===== src/avi_pkg.sv =====
`timescale 1ns / 1ps
package avi_pkg;
    localparam int unsigned ACC_W = 16;
    localparam int unsigned VEL_W = 32;
    localparam int unsigned CFG_IDX_W = 3;
    localparam int unsigned CFG_DATA_W = 24;
    localparam logic [CFG_IDX_W-1:0] REG_OFFSET_X = 3'd0;
    localparam logic [CFG_IDX_W-1:0] REG_OFFSET_Y = 3'd1;
    localparam logic [CFG_IDX_W-1:0] REG_DEAD_ZONE = 3'd2;
    localparam logic [CFG_IDX_W-1:0] REG_ZERO_LIMIT = 3'd3;
    localparam logic [CFG_IDX_W-1:0] REG_PERIOD = 3'd4;

    typedef enum logic [2:0] {
        ST_IDLE,
        ST_FILT,
        ST_SQR,
        ST_ROOT,
        ST_KMH,
        ST_OUT
    } t_state;

    // per-lane filter control from the sequencer
    typedef struct packed {
        logic push;
        logic filling;
        logic hold;
        logic integ;
    } t_lane_ctl;
endpackage


===== src/avi_ram.sv =====
`timescale 1ns / 1ps
module avi_ram #(
    parameter int unsigned WIDTH = 16,
    parameter int unsigned DEPTH = 20
) (
    input  logic                     i_clk,
    input  logic                     i_we,
    input  logic [$clog2(DEPTH)-1:0] i_waddr,
    input  logic [WIDTH-1:0]         i_wdata,
    input  logic [$clog2(DEPTH)-1:0] i_raddr,
    output logic [WIDTH-1:0]         o_rdata
);
    logic [WIDTH-1:0] r_mem [DEPTH];
    logic [WIDTH-1:0] r_rdata;

    always_ff @(posedge i_clk) begin
        if (i_we) begin
            r_mem[i_waddr] <= i_wdata;
        end
        r_rdata <= r_mem[i_raddr];
    end
    assign o_rdata = r_rdata;
endmodule


===== src/avi_lane.sv =====
`timescale 1ns / 1ps
// One axis: condition, moving average, pair hold, trapezoid integrate.
module avi_lane
    import avi_pkg::*;
#(
    parameter int unsigned WINDOW = 20
) (
    input  logic                    i_clk,
    input  logic                    i_rst_n,
    input  logic                    i_take,
    input  logic signed [ACC_W-1:0] i_accel,
    input  logic signed [ACC_W-1:0] i_offset,
    input  logic [14:0]             i_dead_zone,
    input  logic [7:0]              i_limit,
    input  logic [23:0]             i_period,
    input  logic [$clog2(WINDOW)-1:0] i_ptr,
    input  t_lane_ctl               i_ctl,
    output logic signed [VEL_W-1:0] o_vel
);
    localparam int unsigned AW = $clog2(WINDOW);
    localparam int unsigned SW = ACC_W + $clog2(WINDOW + 1);
    // reciprocal of WINDOW, exact for any magnitude below 2^SW
    localparam int unsigned DIV_SH = SW + AW;
    localparam logic [DIV_SH-1:0] DIV_MUL =
        DIV_SH'(((64'd1 << DIV_SH) + 64'(WINDOW) - 64'd1) / 64'(WINDOW));

    logic signed [ACC_W-1:0] r_cond, n_cond;
    logic signed [SW-1:0]    r_sum;
    logic signed [ACC_W-1:0] r_held;
    logic signed [ACC_W-1:0] r_filt;
    logic [7:0]              r_zcnt;
    logic signed [VEL_W-1:0] r_vel;
    logic signed [ACC_W-1:0] w_old;
    logic signed [SW-1:0]    w_sum_new;
    logic signed [SW-1:0]    w_q;

    // saturate sample minus offset, then dead zone
    always_comb begin
        logic signed [ACC_W:0] c;
        logic [ACC_W:0] mag;
        c = {i_accel[ACC_W-1], i_accel} - {i_offset[ACC_W-1], i_offset};
        if (c > 17'sd32767) c = 17'sd32767;
        if (c < -17'sd32768) c = -17'sd32768;
        mag = c[ACC_W] ? 17'(-c) : 17'(c);
        n_cond = (mag <= {2'b0, i_dead_zone}) ? '0 : c[ACC_W-1:0];
    end

    avi_ram #(.WIDTH(ACC_W), .DEPTH(WINDOW)) u_win (
        .i_clk  (i_clk),
        .i_we   (i_ctl.push),
        .i_waddr(i_ptr),
        .i_wdata(r_cond),
        .i_raddr(i_ptr),
        .o_rdata(w_old)
    );

    // new sum and floor divide by WINDOW
    always_comb begin
        logic [SW-1:0]        mag;
        logic [SW+DIV_SH-1:0] prod;
        logic [SW-1:0]        qu;
        if (i_ctl.filling) begin
            w_sum_new = r_sum + SW'(r_cond);
        end else begin
            w_sum_new = r_sum - SW'(w_old) + SW'(r_cond);
        end
        // negative sums round their magnitude up, so the quotient floors
        mag = w_sum_new[SW-1] ? SW'(-w_sum_new) + SW'(WINDOW - 1) : w_sum_new;
        prod = (SW+DIV_SH)'(mag) * (SW+DIV_SH)'(DIV_MUL);
        qu = SW'(prod >> DIV_SH);
        w_q = w_sum_new[SW-1] ? -$signed(qu) : $signed(qu);
    end

    // trapezoid step
    logic w_both_zero;
    logic [7:0] w_zc;
    logic signed [VEL_W-1:0] w_vel_next;
    always_comb begin
        logic signed [ACC_W:0] s;
        logic signed [41:0] prod;
        logic signed [42:0] d;
        logic signed [33:0] nv;
        w_both_zero = (r_held == 0) && (r_filt == 0);
        w_zc = w_both_zero ? ((r_zcnt == 8'd255) ? r_zcnt : r_zcnt + 8'd1) : 8'd0;
        s = {r_held[ACC_W-1], r_held} + {r_filt[ACC_W-1], r_filt};
        prod = 42'(s) * $signed({18'd0, i_period});
        d = (43'(prod) + 43'sd65536) >>> 17;
        nv = 34'(r_vel) + 34'(d);
        if (nv > 34'sd2147483647) nv = 34'sd2147483647;
        if (nv < -34'sd2147483648) nv = -34'sd2147483648;
        w_vel_next = (w_zc >= i_limit) ? '0 : nv[VEL_W-1:0];
    end

    always_ff @(posedge i_clk) begin
        if (!i_rst_n) begin
            r_sum  <= '0;
            r_held <= '0;
            r_filt <= '0;
            r_zcnt <= '0;
            r_vel  <= '0;
        end else begin
            if (i_ctl.push) begin
                r_sum <= w_sum_new;
                r_filt <= ACC_W'(w_q);
                if (i_ctl.hold) r_held <= ACC_W'(w_q);
            end
            if (i_ctl.integ) begin
                r_zcnt <= w_zc;
                r_vel  <= w_vel_next;
            end
        end
    end
    always_ff @(posedge i_clk) begin
        if (i_take) r_cond <= n_cond;
    end
    assign o_vel = r_vel;
endmodule


===== config.mk =====
export PLATFORM = sky130hd
export DESIGN_NAME = avi_lane
export DESIGN_NICKNAME = d
export VERILOG_FILES = /design/src/avi_pkg.sv /design/src/avi_ram.sv /design/src/avi_lane.sv
export SDC_FILE = /design/constraint.sdc
export NUM_CORES = 2
export LEC_CHECK = 0
export BUFFER_PORTS_ARGS = -buffer_cell sky130_fd_sc_hd__buf_2
export CAP_MARGIN = 20
export CORE_ASPECT_RATIO = 1.1
export CORE_UTILIZATION = 59
export DETAILED_ROUTE_END_ITERATION = 8
export GPL_ROUTABILITY_DRIVEN = 0
export GPL_TIMING_DRIVEN = 0
export HOLD_SLACK_MARGIN = 0.02
export PLACE_DENSITY = 0.79
export SKIP_CTS_REPAIR_TIMING = 1
export SLEW_MARGIN = 20
export SYNTH_ARGS = -nofsm -noshare
export SYNTH_HDL_FRONTEND = slang
export SYNTH_SLANG_ARGS = --single-unit

===== constraint.sdc =====
create_clock -name i_clk -period 10.9 [get_ports i_clk]
set_input_delay 0.545 -clock i_clk [delete_from_list [all_inputs] [get_ports i_clk]]
set_output_delay 0.545 -clock i_clk [all_outputs]
set_load 0.05 [all_outputs]

## After elaboration in Yosys (flattened, before gate mapping)

Memories as Yosys holds them, arrays and structs flattened. A register that Yosys moved wholly into a read port is not among the register bits.
Index checks and enable logic that the tools add are counted.

- Muxes and demuxes: 13
- Shift operators: 0
- Bitwise logic cells: 0
- Multiply operators: 2
- Divide/modulo/power cells: 0
- Add/subtract/negate cells: 12
- Reductions and logical operators: 4
- Equality and inequality tests: 1
- $lt $le $gt $ge: 6

Operators by type and width:

| kind | number |
|---|---|
| logical NOT 32 bit | 2 |
| two-way mux 32 bit | 2 |
| two-way mux 17 bit | 3 |
| adder 42 x 18 -> 43 bit, second input constant | 1 |
| adder 21 x 16 -> 21 bit | 2 |
| multiplier 17 x 25 -> 42 bit | 1 |
| two-way mux 21 bit | 2 |
| multiplier 21 x 20 -> 40 bit, second input constant | 1 |
| less-than comparator 34 x 32 -> 1 bit, second input constant | 1 |
| two-way mux 34 bit | 1 |
| adder 32 x 26 -> 33 bit | 1 |
| greater-than comparator 33 x 32 -> 1 bit, second input constant | 1 |
| adder 21 x 5 -> 21 bit, second input constant | 1 |
| negator 21 bit | 1 |
| subtractor 21 x 16 -> 21 bit | 1 |
| adder 16 x 16 -> 17 bit | 1 |
| greater-than comparator 17 x 16 -> 1 bit, second input constant | 1 |
| less-or-equal comparator 17 x 15 -> 1 bit | 1 |
| less-than comparator 17 x 16 -> 1 bit, second input constant | 1 |
| negator 17 bit | 1 |
| subtractor 16 x 16 -> 17 bit | 1 |
| two-way mux 16 bit | 1 |
| two-way mux 8 bit | 2 |
| negator 16 bit | 1 |
| 6 further kinds | 7 |

- Memories kept: 1
- Bits in latches: 0
- Memory bits (writable): 320
- Bits in registers: 109
- Input bits: 91
- ROM bits: 0

Memory list:

| name | depth | bits a word | read ports | clocked after Yosys merged registers in | wr ports | RTL line | source |
|---|---|---|---|---|---|---|---|
| u_win.r_mem | 20 | 16 | 1 | 1 | 1 | avi_ram.sv:13 | `logic [WIDTH-1:0] r_mem [DEPTH];` |

## Depth between registers and ports, before layout

- Depth after elaboration: 9
- Depth in mapped cells: 56
- Mapped depth without buffers: 53

## Cells and area by module

A second synthesis with hierarchy kept.

- Cells, all modules: 4,832
- Area, all modules: 47,012.6 um^2

By module, submodules not included:

| module | area an instance (um^2) | instances | cells each |
|---|---|---|---|
| avi_lane | 34,231.6 | 1 | 4,150 |
| avi_ram | 12,781.0 | 1 | 682 |

## Least setup slack after synthesis

Ideal clock, no wire load.

- Path type: register to register
- Start point: reg r_held[0]
- End point: reg r_vel[10] (netlist: o_vel[10])
- Setup slack: -0.073 ns
- Clock period less this slack: 10.973 ns
- Arrival: 10.856 ns
- Stages on the path, launching flop included: 51
- Path buffers: 2
- Setup time: 0.117 ns
- Cell sequence: dfxtp_1 > ha_1 > inv_1 > fa_1 > nor2b_1 > o21ai_0 > a21boi_0 > o21ai_0 > a21boi_0 > o21ai_0 > a21boi_0 > o21a_1 > nor2_1 > o21ai_0 > a41oi_1 > a31oi_1 > clkbuf_1 > nor2_1 > (+15 left out) > o21ai_0 > a41o_1 > nand2_1 > a21boi_0 > o21a_1 > nor2_1 > xnor2_1 > ha_1 > a21o_1 > a21o_1 > a21oi_1 > o21ai_0 > a31oi_1 > o211ai_1 > a31oi_1 > clkbuf_1 > nand2_1 > a22o_1

- Cells in the longest elaborated chain, start to end: 9
- Elaborated cells on any way between the ends: 13
- Those cells by class: add/sub: 3; mul: 1; order compare: 3; mux: 4; reduce/logical: 2

RTL lines:

| item | RTL line | source |
|---|---|---|
| start, declared | avi_lane.sv:29 | `logic signed [ACC_W-1:0] r_held;` |
| start signal, assigned | avi_lane.sv:105 | `if (i_ctl.hold) r_held <= ACC_W'(w_q);` |
| adder 16 x 16 -> 17 bit | avi_lane.sv:85 | `s = {r_held[ACC_W-1], r_held} + {r_filt[ACC_W-1], r_filt};` |
| multiplier 17 x 25 -> 42 bit | avi_lane.sv:86 | `prod = 42'(s) * $signed({18'd0, i_period});` |
| adder 42 x 18 -> 43 bit | avi_lane.sv:87 | `d = (43'(prod) + 43'sd65536) >>> 17;` |
| adder 32 x 26 -> 33 bit | avi_lane.sv:88 | `nv = 34'(r_vel) + 34'(d);` |
| greater-than comparator 33 x 32 -> 1 bit | avi_lane.sv:89 | `if (nv > 34'sd2147483647) nv = 34'sd2147483647;` |
| two-way mux 34 bit | avi_lane.sv:89 |  |
| less-than comparator 34 x 32 -> 1 bit | avi_lane.sv:90 | `if (nv < -34'sd2147483648) nv = -34'sd2147483648;` |
| two-way mux 32 bit | avi_lane.sv:90 |  |
| two-way mux 32 bit * | avi_lane.sv:91 | `w_vel_next = (w_zc >= i_limit) ? '0 : nv[VEL_W-1:0];` |
| end signal, assigned | avi_lane.sv:109 | `r_vel <= w_vel_next;` |
| end, declared | avi_lane.sv:32 | `logic signed [VEL_W-1:0] r_vel;` |

Mark *: on every way between the ends. The rest lies on a longest branch, timed or not.
A chain may end at the register's enable or synchronous reset.

## Worst setup path in the final report

- Start point: reg r_filt[0]
- End point: reg r_vel[19] (netlist: o_vel[19])

- Cells in the longest elaborated chain, start to end: 9
- Elaborated cells on any way between the ends: 13
- Those cells by class: add/sub: 3; mul: 1; order compare: 3; mux: 4; reduce/logical: 2

RTL lines:

| item | RTL line | source |
|---|---|---|
| start, declared | avi_lane.sv:30 | `logic signed [ACC_W-1:0] r_filt;` |
| start signal, assigned | avi_lane.sv:104 | `r_filt <= ACC_W'(w_q);` |
| adder 16 x 16 -> 17 bit | avi_lane.sv:85 |  |
| multiplier 17 x 25 -> 42 bit | avi_lane.sv:86 |  |
| adder 42 x 18 -> 43 bit | avi_lane.sv:87 |  |
| adder 32 x 26 -> 33 bit | avi_lane.sv:88 |  |
| greater-than comparator 33 x 32 -> 1 bit | avi_lane.sv:89 |  |
| two-way mux 34 bit | avi_lane.sv:89 |  |
| less-than comparator 34 x 32 -> 1 bit | avi_lane.sv:90 |  |
| two-way mux 32 bit | avi_lane.sv:90 |  |
| two-way mux 32 bit * | avi_lane.sv:91 |  |

Marks and branches as above.

==> report_table.html <==
<table>
<tr><th>Metric</th><th>Value</th></tr>
<tr><th colspan="2">Job</th></tr>
<tr><td>Max-cap violation count</td><td>0</td></tr>
<tr><th colspan="2">Synth</th></tr>
<tr><td>Mean area per synthesized cell</td><td>10.2 sq um</td></tr>
<tr><td>Number of cells produced by synthesis</td><td>4454</td></tr>
<tr><td>Fraction of synthesized cell area taken by the top area cell type</td><td>0.221</td></tr>
<tr><td>Flop and latch count out of synthesis</td><td>445</td></tr>
<tr><td>Yosys synthesis warning count</td><td>0</td></tr>
<tr><td>Number of synthesized flops with an enable pin</td><td>336</td></tr>
<tr><td>Share of async-settable or async-resettable flops after synthesis</td><td>0</td></tr>
<tr><td>Post-Syn Area</td><td>0.0456 sq mm</td></tr>
<tr><td>Sequential element share of the synthesized area</td><td>0.269</td></tr>
<tr><td>Top_reg_cell synth</td><td>edfxtp_1</td></tr>
<tr><td>Yosys top cell by area</td><td>edfxtp_1</td></tr>
<tr><td>Top area cells in the synthesized netlist</td><td>edfxtp_1 (22%), fa_1 (22%), ha_1 (14%)</td></tr>
<tr><td>Most frequent cell after synthesis</td><td>inv_1</td></tr>
<tr><td>Top cell types by occurrence after synthesis</td><td>inv_1 (836), fa_1 (500), ha_1 (498)</td></tr>
<tr><td>Post-synth net total</td><td>5543</td></tr>
<tr><td>Distinct cell type count of the synthesized netlist</td><td>98</td></tr>
<tr><th colspan="2">Timing</th></tr>
<tr><td>Post-Route Hold Slack</td><td>0.376 ns</td></tr>
<tr><td>Final clock skew</td><td>0.0504 ns</td></tr>
<tr><td>Post-layout min period</td><td>11.38 ns</td></tr>
<tr><td>Setup slack after layout</td><td>-0.482 ns</td></tr>
<tr><td>Max-Slew Margin vs Limit</td><td>0.145</td></tr>
<tr><td>Highest Clock Rate</td><td>87.9 MHz</td></tr>
<tr><td>Max Transition Viols Final</td><td>0</td></tr>
<tr><td>Number of hold-slack violations in the final timing report</td><td>0</td></tr>
<tr><td>Setup repair after global routing missed its margin</td><td>yes</td></tr>
<tr><td>Least-Margin Pin Slew</td><td>1.28 ns</td></tr>
<tr><td>Final-report setup violation count</td><td>50</td></tr>
<tr><td>Period utilisation layout</td><td>1.04</td></tr>
<tr><th colspan="2">Run status</th></tr>
<tr><td>Violated checks</td><td>negative setup slack</td></tr>
<tr><td>Outcome</td><td>finished with violations</td></tr>
<tr><th colspan="2">Cells and area</th></tr>
<tr><td>Count of nets after finishing</td><td>5902</td></tr>
<tr><td>Synthesis-to-layout area growth</td><td>15.2%</td></tr>
<tr><td>Fin cells</td><td>5875</td></tr>
<tr><td>Layout cell share with drive strength beyond 1</td><td>0.171</td></tr>
<tr><th colspan="2">Routing</th></tr>
<tr><td>Drt total wl</td><td>127 mm</td></tr>
<tr><td>Pre-Repair DR Iteration Count</td><td>7</td></tr>
<tr><td>DRT iter0 DRCs</td><td>3309</td></tr>
<tr><td>Vias</td><td>35456</td></tr>
<tr><td>Number of design rule violations left after detail routing</td><td>0</td></tr>
<tr><td>Per-cell routed wire length</td><td>21.6 um</td></tr>
<tr><td>Post-detailed-route count of antenna-violating nets</td><td>0</td></tr>
<tr><td>Mean number of vias per cell</td><td>6.04</td></tr>
<tr><th colspan="2">Setup path</th></tr>
<tr><td>Max incr delay on CP</td><td>0.65 ns</td></tr>
<tr><td>Worst-case register-to-register setup slack</td><td>-0.48 ns</td></tr>
<tr><td>CP max stage cell</td><td>fa_2</td></tr>
<tr><td>Critical path class</td><td>flip-flop to flip-flop</td></tr>
<tr><td>Endpoint of the most critical register-to-register path</td><td>o_vel[19]$_SDFFE_PN0P_</td></tr>
<tr><td>Total buffers and inverters traversed by the critical path</td><td>10</td></tr>
<tr><td>Endpoint kind of the worst setup timing path</td><td>flip-flop</td></tr>
<tr><td>Cell repeated most along the worst path</td><td>fa_1</td></tr>
<tr><td>Required arrival time at the worst endpoint</td><td>11.36 ns</td></tr>
<tr><td>Cell family with the largest share of critical-path delay</td><td>compound AO/OA/AOI/OAI gates</td></tr>
<tr><td>Depth of the worst register-to-register path</td><td>52</td></tr>
<tr><td>RR Startpoint</td><td>r_filt[0]$_SDFFE_PN0P_</td></tr>
<tr><td>Peak fanout along the critical path</td><td>10</td></tr>
<tr><td>Crit path DAT</td><td>11.84 ns</td></tr>
<tr><td>Startpoint class of the critical path</td><td>flip-flop</td></tr>
<tr><th colspan="2">Placed design</th></tr>
<tr><td>Pre-CTS WS</td><td>-3.09 ns</td></tr>
<tr><td>Cells after DPL</td><td>5619</td></tr>
<tr><td>Port-buffer cells</td><td>117</td></tr>
<tr><td>Post-detail-place hpwl</td><td>91.6 mm</td></tr>
<tr><th colspan="2">CTS</th></tr>
<tr><td>H-tree lvl count</td><td>2</td></tr>
<tr><td>Clock transition time at the flip-flop clock pins of the worst setup and hold paths</td><td>0.07 ns</td></tr>
<tr><td>Maximum buffer depth of the clock tree</td><td>3</td></tr>
<tr><td>Clock tree from TritonCTS</td><td>yes</td></tr>
<tr><td>Clock sink total</td><td>445</td></tr>
<tr><td>Root Buffer Master</td><td>clkbuf_16</td></tr>
<tr><td>Clock latency on the worst-skew pair</td><td>0.62 ns</td></tr>
<tr><td>Number of buffers added by the clock tree synthesis step</td><td>42</td></tr>
<tr><th colspan="2">Global route</th></tr>
<tr><td>Grt total ovfl</td><td>0</td></tr>
<tr><td>Pin count of the biggest net entering global routing</td><td>29</td></tr>
<tr><td>Wire length of the first global-routing pass</td><td>187 mm</td></tr>
<tr><td>Vias in the first global route</td><td>34974</td></tr>
<tr><td>Antenna violations before repair</td><td>2</td></tr>
<tr><td>Total Routing Usage GR</td><td>0.306</td></tr>
<tr><th colspan="2">Floorplan</th></tr>
<tr><td>Width of the die</td><td>267 um</td></tr>
<tr><td>I/O pin cnt</td><td>123</td></tr>
<tr><td>Height of the chip</td><td>294 um</td></tr>
<tr><td>Floorplan core area</td><td>0.0763 sq mm</td></tr>
<tr><td>Die area</td><td>0.0784 sq mm</td></tr>
<tr><td>Number of rows created at floorplan</td><td>106</td></tr>
<tr><td>Starting Density</td><td>0.598</td></tr>
<tr><th colspan="2">Hold path</th></tr>
<tr><td>Startpoint of the tightest hold check path</td><td>i_ctl[0]</td></tr>
<tr><td>Path class of the lowest-slack min-delay path</td><td>input port to flip-flop</td></tr>
<tr><td>Min-Delay Path Depth</td><td>3</td></tr>
<tr><td>Endpoint, Worst Hold</td><td>r_zcnt[0]$_SDFFE_PN0P_</td></tr>
</table>
## worst reg2reg max path, delay by kind of cell, from the launching register on
family	cells	cell delay [ns]
simple gates	6	0.49
fa+ha+maj	10	4.24
xor+xnor	2	0.64
flops	1	0.39
compound gates	24	4.35
buf+inv	10	1.19
## cells by family after synthesis
| logic type | Yosys count | synth area share |
|---|---|---|
| AO/OA/AOI/OAI | 661 | 0.0987 |
| XOR/XNOR | 159 | 0.0310 |
| adder cells (fa/ha/maj) | 998 | 0.356 |
| buffers and inverters | 988 | 0.0816 |
| flip-flops | 445 | 0.269 |
| multiplexers | 115 | 0.0474 |
| AND/OR/NAND/NOR | 1088 | 0.116 |
## how the worst max path moves through the flow
stage                                 startpoint                      to  slack (ns)  depth (start not counted)
final                     r_filt[0]$_SDFFE_PN0P_  o_vel[19]$_SDFFE_PN0P_       -0.48                         52
after CTS                 r_filt[0]$_SDFFE_PN0P_  o_vel[19]$_SDFFE_PN0P_       -3.33                         53
after global placement    r_filt[0]$_SDFFE_PN0P_  o_vel[20]$_SDFFE_PN0P_       -2.87                         52
after floorplan           r_held[0]$_SDFFE_PN0P_  o_vel[10]$_SDFFE_PN0P_       -0.05                         52
after global routing      r_filt[0]$_SDFFE_PN0P_  o_vel[22]$_SDFFE_PN0P_       -0.89                         57
after detailed placement  r_filt[0]$_SDFFE_PN0P_  o_vel[20]$_SDFFE_PN0P_       -3.09                         52
## through the flow
step                      TNS (ns)  utilization  cell area, sq um
after floorplan             -0.925            -             45600
after global placement     -136.74        0.622             47500
after detailed placement   -148.68        0.627             47800
after CTS                  -157.19        0.644             49100
after global routing        -39.78        0.689             52500
final                       -17.82        0.689             52500
## final cells by class
class	count	area, sq um
fill	5271	23700
timing repair buffer	319	2370
tap	1026	1280
inverter	837	3150
buffer	147	712
clock buffer	51	1090
sequential	445	12300
clock inverter	27	259
multi-input combinational	3021	31400
antenna	2	5.00
## cell usage in the layout (no fill, tap or decap), types with 28 or more instances in the layout
master	Yosys	final
inv_1	836	814
fa_1	500	486
ha_1	498	464
nand2_1	387	370
edfxtp_1	336	336
nor2_1	231	199
buf_4	1	166
and2_1	148	144
a21oi_1	160	126
buf_2	5	118
clkbuf_1	130	110
dfxtp_1	109	105
xnor2_1	99	80
mux4_2	80	80
o21ai_0	103	77
a21o_1	73	73
nor2b_1	52	49
xor2_1	58	43
clkbuf_16	0	43
nand3_1	42	40
nor3_1	49	39
a211oi_1	48	38
nand4_1	34	34
a21oi_2	3	31
nand2b_1	33	31
buf_6	0	31
a22o_1	31	31
nor2_2	0	28
## routing by layer
layer  wire (um)  GRT usage
met1       47000      0.390
met2       63100      0.527
met3       11100     0.0496
met4        5650      0.107
met5           0          0
## sequential cells by signal (all words and copies together) (netlist names)
name,count
u_win.o_rdata,16
r_filt,16
u_win.r_mem,320
o_vel,32
r_cond,16
r_sum,21
r_held,16
r_zcnt,8
Power is not shown: default switching activity piles up to over one toggle a cycle in this logic, so the estimate is an artifact.
